File: src/design/ufbu_pkg.sv
// ----------------------------------------------------------------------------
// UART frame bit unpacker package
// Shared widths, frame constants and the result type of the deframer.
// ----------------------------------------------------------------------------
package ufbu_pkg;

  localparam int unsigned ByteW            = 8;
  localparam int unsigned FrameBits        = 10;
  localparam int unsigned FrameCntW        = 4;
  localparam int unsigned SkipW            = 5;
  localparam int unsigned SyncSkipDefault  = 8;
  localparam int unsigned SyncSkipMax      = 16;

  typedef struct packed {
    logic             has_byte;
    logic [ByteW-1:0] data_byte;
    logic             frame_end;
    logic             framing_error;
    logic [ByteW-1:0] decoded_count;
  } res_t;

endpackage

File: src/design/ufbu_in_if.sv
// ----------------------------------------------------------------------------
// UART frame bit unpacker input channel
// Valid/ready channel that carries one received payload byte per item.
// ----------------------------------------------------------------------------
interface ufbu_in_if
  import ufbu_pkg::*;
();
  logic             valid;
  logic             ready;
  logic [ByteW-1:0] payload_byte;
  logic             last_byte;

  modport source (output valid, output payload_byte, output last_byte, input ready);
  modport sink   (input valid, input payload_byte, input last_byte, output ready);
endinterface

File: src/design/ufbu_out_if.sv
// ----------------------------------------------------------------------------
// UART frame bit unpacker output channel
// Valid/ready channel that carries one decoded result per item.
// ----------------------------------------------------------------------------
interface ufbu_out_if
  import ufbu_pkg::*;
();
  logic             valid;
  logic             ready;
  logic             has_byte;
  logic [ByteW-1:0] data_byte;
  logic             frame_end;
  logic             framing_error;
  logic [ByteW-1:0] decoded_count;

  modport source (output valid, output has_byte, output data_byte, output frame_end,
                  output framing_error, output decoded_count, input ready);
  modport sink   (input valid, input has_byte, input data_byte, input frame_end,
                  input framing_error, input decoded_count, output ready);
endinterface

File: src/design/uart_frame_bit_unpacker_unit.sv
// ----------------------------------------------------------------------------
// UART frame bit unpacker
// Deframes 8N1 UART frames from a packed, MSB-first byte stream.
// ----------------------------------------------------------------------------
// The input channel takes one received byte per item together with a flag
// that marks the last byte of a buffer. After reset and after every last
// byte, the first SYNC_SKIP_BITS bits of the stream are dropped. The rest
// is cut into ten-bit frames of start bit, eight data bits sent LSB first,
// and stop bit. A good frame gives one data byte; the first bad frame
// stops decoding until the buffer ends.
// The output channel carries an item for every input item that completes
// a good frame or carries the last byte; other items give no output.
// One input item is taken per cycle while input ready is high. All eight
// bits are handled by one pass of combinational logic, so a result goes
// into the output register, or into the skid register while that is full.
// A two-entry output stage (output register plus skid register) keeps the
// input ready while one result waits; input ready drops only when both
// entries are full and stays low until the receiver takes an item.
// Reset restarts the decoder and empties the output stage.
// ----------------------------------------------------------------------------
module uart_frame_bit_unpacker_unit
  import ufbu_pkg::*;
#(
  parameter int unsigned SYNC_SKIP_BITS = SyncSkipDefault
) (
  input  logic       clk_i,
  input  logic       rst_ni,
  ufbu_in_if.sink    in_i,
  ufbu_out_if.source out_o
);

  localparam logic [SkipW-1:0]     SkipInit = SkipW'(SYNC_SKIP_BITS);
  localparam logic [FrameCntW-1:0] LastBit  = FrameCntW'(FrameBits - 1);

  logic [FrameBits-2:0] shift_q, shift_d;
  logic [FrameCntW-1:0] cnt_q, cnt_d;
  logic [SkipW-1:0]     skip_q, skip_d;
  logic                 halt_q, halt_d;
  logic                 err_q, err_d;
  logic [ByteW-1:0]     count_q, count_d;

  logic                 out_valid_q, out_valid_d;
  logic                 skid_valid_q, skid_valid_d;
  res_t                 out_q, out_d;
  res_t                 skid_q, skid_d;

  logic                 accept;
  logic                 pop;
  logic                 push;
  logic                 got;
  logic [ByteW-1:0]     data;
  res_t                 res;

  assign in_i.ready = !skid_valid_q;
  assign accept     = in_i.valid && in_i.ready;
  assign pop        = out_valid_q && out_o.ready;

  always_comb begin
    logic [FrameBits-2:0] sh;
    logic [FrameCntW-1:0] cnt;
    logic [SkipW-1:0]     skip;
    logic                 halt;
    logic                 err;
    logic [ByteW-1:0]     count;
    logic                 bit_v;
    sh    = shift_q;
    cnt   = cnt_q;
    skip  = skip_q;
    halt  = halt_q;
    err   = err_q;
    count = count_q;
    got   = 1'b0;
    data  = '0;
    for (int k = 0; k < ByteW; k++) begin
      bit_v = in_i.payload_byte[ByteW-1-k];
      if (!halt) begin
        if (skip != '0) begin
          skip = skip - 1'b1;
        end else if (cnt == LastBit) begin
          if (!sh[0] && bit_v) begin
            got  = 1'b1;
            data = sh[FrameBits-2:1];
            if (count != '1) begin
              count = count + 1'b1;
            end
          end else begin
            halt = 1'b1;
            err  = 1'b1;
          end
          cnt = '0;
        end else begin
          sh  = {bit_v, sh[FrameBits-2:1]};
          cnt = cnt + 1'b1;
        end
      end
    end

    res.has_byte      = got;
    res.data_byte     = data;
    res.frame_end     = in_i.last_byte;
    res.framing_error = err;
    res.decoded_count = count;
    push              = accept && (got || in_i.last_byte);

    shift_d = shift_q;
    cnt_d   = cnt_q;
    skip_d  = skip_q;
    halt_d  = halt_q;
    err_d   = err_q;
    count_d = count_q;
    if (accept) begin
      if (in_i.last_byte) begin
        shift_d = '0;
        cnt_d   = '0;
        skip_d  = SkipInit;
        halt_d  = 1'b0;
        err_d   = 1'b0;
        count_d = '0;
      end else begin
        shift_d = sh;
        cnt_d   = cnt;
        skip_d  = skip;
        halt_d  = halt;
        err_d   = err;
        count_d = count;
      end
    end
  end

  always_comb begin
    out_valid_d  = out_valid_q;
    skid_valid_d = skid_valid_q;
    out_d        = out_q;
    skid_d       = skid_q;
    if (skid_valid_q) begin
      if (pop) begin
        out_d        = skid_q;
        skid_valid_d = 1'b0;
      end
    end else if (push) begin
      if (!out_valid_q || pop) begin
        out_d       = res;
        out_valid_d = 1'b1;
      end else begin
        skid_d       = res;
        skid_valid_d = 1'b1;
      end
    end else if (pop) begin
      out_valid_d = 1'b0;
    end
  end

  always_ff @(posedge clk_i or negedge rst_ni) begin
    if (!rst_ni) begin
      cnt_q        <= '0;
      skip_q       <= SkipInit;
      halt_q       <= 1'b0;
      err_q        <= 1'b0;
      count_q      <= '0;
      out_valid_q  <= 1'b0;
      skid_valid_q <= 1'b0;
    end else begin
      cnt_q        <= cnt_d;
      skip_q       <= skip_d;
      halt_q       <= halt_d;
      err_q        <= err_d;
      count_q      <= count_d;
      out_valid_q  <= out_valid_d;
      skid_valid_q <= skid_valid_d;
    end
  end

  always_ff @(posedge clk_i) begin
    shift_q <= shift_d;
    out_q   <= out_d;
    skid_q  <= skid_d;
  end

  assign out_o.valid         = out_valid_q;
  assign out_o.has_byte      = out_q.has_byte;
  assign out_o.data_byte     = out_q.data_byte;
  assign out_o.frame_end     = out_q.frame_end;
  assign out_o.framing_error = out_q.framing_error;
  assign out_o.decoded_count = out_q.decoded_count;

`ifndef SYNTH
  a_skid_needs_out: assert property (@(posedge clk_i) disable iff (!rst_ni)
    skid_valid_q |-> out_valid_q)
    else $error("Skid register holds an item while the output register is empty.");

  a_cnt_range: assert property (@(posedge clk_i) disable iff (!rst_ni)
    cnt_q <= LastBit)
    else $error("Frame bit count exceeds the frame length.");

  a_halt_err: assert property (@(posedge clk_i) disable iff (!rst_ni)
    halt_q |-> err_q)
    else $error("Decoder halted without a framing error.");

  a_last_clears: assert property (@(posedge clk_i) disable iff (!rst_ni)
    (accept && in_i.last_byte) |=>
      (cnt_q == '0) && !halt_q && !err_q && (count_q == '0) && (skip_q == SkipInit))
    else $error("Decoder state not cleared after the last byte.");
`endif

endmodule

File: src/flat_wrapper.sv
// flat-port wrapper written by rule: the top's interface ports become plain ports
module uart_frame_bit_unpacker_unit_flat import ufbu_pkg::*;
#(
  parameter int unsigned SYNC_SKIP_BITS = SyncSkipDefault
)
  (clk_i, rst_ni, in_i_valid, in_i_payload_byte, in_i_last_byte, in_i_ready, out_o_valid, out_o_has_byte, out_o_data_byte, out_o_frame_end, out_o_framing_error, out_o_decoded_count, out_o_ready);
  ufbu_in_if in_i_i ();
  ufbu_out_if out_o_i ();
  input  logic clk_i;
  input  logic rst_ni;
  input wire logic [$bits(in_i_i.valid)-1:0] in_i_valid;
  input wire logic [$bits(in_i_i.payload_byte)-1:0] in_i_payload_byte;
  input wire logic [$bits(in_i_i.last_byte)-1:0] in_i_last_byte;
  output wire logic [$bits(in_i_i.ready)-1:0] in_i_ready;
  output wire logic [$bits(out_o_i.valid)-1:0] out_o_valid;
  output wire logic [$bits(out_o_i.has_byte)-1:0] out_o_has_byte;
  output wire logic [$bits(out_o_i.data_byte)-1:0] out_o_data_byte;
  output wire logic [$bits(out_o_i.frame_end)-1:0] out_o_frame_end;
  output wire logic [$bits(out_o_i.framing_error)-1:0] out_o_framing_error;
  output wire logic [$bits(out_o_i.decoded_count)-1:0] out_o_decoded_count;
  input wire logic [$bits(out_o_i.ready)-1:0] out_o_ready;
  assign in_i_i.valid = in_i_valid;
  assign in_i_i.payload_byte = in_i_payload_byte;
  assign in_i_i.last_byte = in_i_last_byte;
  assign in_i_ready = in_i_i.ready;
  assign out_o_valid = out_o_i.valid;
  assign out_o_has_byte = out_o_i.has_byte;
  assign out_o_data_byte = out_o_i.data_byte;
  assign out_o_frame_end = out_o_i.frame_end;
  assign out_o_framing_error = out_o_i.framing_error;
  assign out_o_decoded_count = out_o_i.decoded_count;
  assign out_o_i.ready = out_o_ready;
  uart_frame_bit_unpacker_unit #(.SYNC_SKIP_BITS(SYNC_SKIP_BITS)) u_core (.clk_i(clk_i), .rst_ni(rst_ni), .in_i(in_i_i), .out_o(out_o_i));
endmodule
File: config.mk
export PLATFORM = sky130hd
export DESIGN_NAME = uart_frame_bit_unpacker_unit_flat
export DESIGN_NICKNAME = d
export VERILOG_FILES = /design/src/design/ufbu_pkg.sv /design/src/design/ufbu_in_if.sv /design/src/design/ufbu_out_if.sv /design/src/design/uart_frame_bit_unpacker_unit.sv /design/src/flat_wrapper.sv
export SDC_FILE = /design/constraint.sdc
export NUM_CORES = 1
export LEC_CHECK = 0
export BUFFER_PORTS_ARGS = -buffer_cell sky130_fd_sc_hd__buf_2
export CORE_MARGIN = 2
export CORE_UTILIZATION = 47
export CTS_CLUSTER_DIAMETER = 50
export DETAILED_ROUTE_END_ITERATION = 10
export SYNTH_ARGS = -nofsm -noshare
export SYNTH_HDL_FRONTEND = slang
export SYNTH_SLANG_ARGS = --single-unit
File: constraint.sdc
create_clock -name clk_i -period 22.5 [get_ports clk_i]
set_input_delay 2.25 -clock clk_i [delete_from_list [all_inputs] [get_ports clk_i]]
set_output_delay 2.25 -clock clk_i [all_outputs]
set_load 0.01 [all_outputs]
==> qor.yml <==
placed_design:
  dpl.hpwl_mm: 24.4
  place_congestion: 0.970
  place_area_mm2: 0.00982
  io_buffers: 33
  dp_slack_ps: 9140
grt:
  grt_use_total_pct: 28.4
  antenna_found_initial: 1
  grt_pass1_wl_mm: 48.3
  grt_overflow: 0
  grt_pass1_vias: 8722
  grt_max_degree: 28
cts:
  cts-root-buf: "clkbuf_16"
  clock_path_buffers: 2
  clock-sinks: 68
  cts_setup_buffers: 0
  clkLatencyLatePin_ps: 350
  cts_resized: 0
  cts_tree: "yes"
  numCtsBuffers: 9
  clk_pin_slew_worst_paths_ps: 70
  cts_max_level: 3
  ctsHoldBuffers: 0
cells_and_area:
  fillers: 1966
  syn_to_final_growth_pct: 7.49
  post-route-util_pct: 51.7
  drive_gt1_share_pct: 14.8
  nets: 1246
  multi_input_area_mm2: 0.00717
  design_area_mm2: 0.0101
  regArea_mm2: 0.00194
timing:
  maxSlewHeadroom_pct: 23.1
  worst_slew_pin_slew_ps: 1150
  grt_setup_unrepaired: "no"
  finalHoldViolCount: 0
  min_period_ps: 13260
  final-max-slew-violation-count: 0
  final.setup.tns_ps: 0
  fmaxAchievable_mhz: 75.4
  finalWorstSetupSlack_ps: 9240
  finalCritPeriodShare_pct: 58.9
  setup_viol: 0
  fin_skew_ps: 19.4
setup_path:
  slowest_delay_ps: 780
  path_max_fanout: 11
  start_kind: "input port"
  worstPathRequired_ps: 22570
  cp.arrival_ps: 13330
  worst-setup-path-type: "input port to flip-flop"
  crit_slowest_cell: "a211oi_1"
  end_kind: "flip-flop"
synth:
  synthTopCellsByArea: "edfxtp_1, mux2_2, dfrtp_1, mux2i_1, nand2_1"
  synth_area_leader_cell: "edfxtp_1"
  synth-seq-cells: 68
  syn-cell-area_mm2: 0.00943
  syn_inst: 1206
  ys_seq_area_share_pct: 20.6
  synth-edff-count: 47
  yosys_warnings: 0
  syn-num-nets: 1238
  syn_area_per_cell_um2: 7.82
  synth_top_area_share_pct: 15.0
  synth_cell_types: 106
  async_flop_share_pct: 30.9
  ys.flop_type: "edfxtp_1"
routing:
  vias: 9795
  wl_mm: 31.1
  firstDrtPassIters: 6
  avgRoutedWirePerCell_um: 21.0
  antenna_left: 0
  routed_via_density: 6.60
  drtIter0Drc: 997
  drc: 0
worst_hold_path:
  min_path_type: "flip-flop to flip-flop"
floorplanning:
  start_util_pct: 48.1
  die_w_um: 146
  num_io_pins: 34
  die_h_um: 146
  rows: 51
  core-area_mm2: 0.0196
  dieArea_mm2: 0.0212
job:
  maxCapViolCount: 0
run_status:
  outcome: "completed"
==> placed cells by master (no fill, tap or decap), types with 20 or more instances in the layout <==
| cell type | n |
|---|---|
| nor2_1 | 116 |
| mux2_2 | 55 |
| o211ai_1 | 20 |
| a21oi_1 | 77 |
| nor3_1 | 38 |
| inv_1 | 32 |
| dfrtp_1 | 20 |
| xnor2_1 | 30 |
| o21ai_0 | 89 |
| nand2_1 | 123 |
| mux2i_1 | 48 |
| edfxtp_1 | 47 |
| nand3_1 | 39 |
| nand4_1 | 24 |
| buf_2 | 33 |
==> cells by family (layout without fill, tap and decap cells) <==
| kind of cell | count (synthesis) | count (layout) | share of synthesized area [%] |
|---|---|---|---|
| other | 0 | 1 | 0 |
| AO/OA/AOI/OAI | 394 | 394 | 29.9 |
| adder cells (fa/ha/maj) | 20 | 20 | 2.63 |
| buffers and inverters | 81 | 94 | 3.38 |
| AND/OR/NAND/NOR | 497 | 497 | 27.7 |
| multiplexers | 105 | 105 | 12.0 |
| flip-flops | 68 | 68 | 20.6 |
| XOR/XNOR | 41 | 41 | 3.81 |
==> sequential cells by signal (all words and copies together) (netlist names), 4 cells and up <==
signal,count
u_core.skip_q,5
u_core.out_o.data_byte,8
u_core.shift_q,9
u_core.skid_q,19
u_core.out_o.decoded_count,8
u_core.cnt_q,4
u_core.count_q,8
==> stage by stage <==
step                      hold slack (ps)  std cells
after detailed placement              495       1468
after global placement                495       1468
after global routing                  534       1484
after floorplan                       474       1206
after CTS                             514       1484
final                                 512       1485
==> worst max-delay path: cells and delay by family <==
kind,cells,cell delay (ps)
AO/OA/AOI/OAI,12,4280
buffers and inverters,7,720
multiplexers,1,390
AND/OR/NAND/NOR,11,2970
adder cells (fa/ha/maj),6,1650
XOR/XNOR,5,1030
==> metal layers <==
metal | routed length, um | share of wire, % | global-route usage, % | up-vias
li1 | - | - | - | 4718
met2 | 13100 | 42 | 42.8 | 390
met4 | 864 | 2.8 | 8.48 | 2
met5 | 13 | 0.042 | 0 | -
met3 | 2350 | 7.5 | 5.14 | 66
met1 | 14800 | 47 | 41.3 | 4619
==> area by class of cell <==
| class | instances | area share (%) |
|---|---|---|
| sequential | 68 | 19.1 |
| multi-input combinational | 1057 | 70.8 |
| clock inverter | 5 | 0.580 |
| timing repair buffer | 45 | 2.52 |
| inverter | 33 | 1.22 |
| antenna | 1 | 0.0247 |
| clock buffer | 11 | 2.49 |
| tap | 265 | 3.27 |
==> worst paths after layout <==
path                                                            to  cells past startpoint                    startpoint  slack [ps]
min in group asynchronous             u_core.skip_q[2]$_DFFE_PN0P_                      1                        rst_ni        1910
max in group asynchronous            u_core.count_q[0]$_DFFE_PN0P_                      1                        rst_ni       20170
min reg2reg                               u_core.err_q$_DFFE_PN0P_                      1      u_core.err_q$_DFFE_PN0P_         510
min                                       u_core.err_q$_DFFE_PN0P_                      1      u_core.err_q$_DFFE_PN0P_         510
max reg2reg                u_core.out_o.decoded_count[3]$_DFFE_PP_                     46  u_core.skip_q[0]$_DFFE_PN0P_        9510
max                        u_core.out_o.decoded_count[3]$_DFFE_PP_                     42          in_i_payload_byte[7]        9240
==> cell usage after synthesis, types with 24 or more instances <==
cell	count
nand2_1	123
nor2_1	116
o21ai_0	89
a21oi_1	77
mux2_2	55
mux2i_1	48
edfxtp_1	47
nand3_1	39
clkbuf_1	38
nor3_1	38
inv_1	32
xnor2_1	30
nand4_1	24
Power is left out: the tool's default activity adds up to more than one toggle a clock period on the data nets, which glitch-free logic cannot reach.
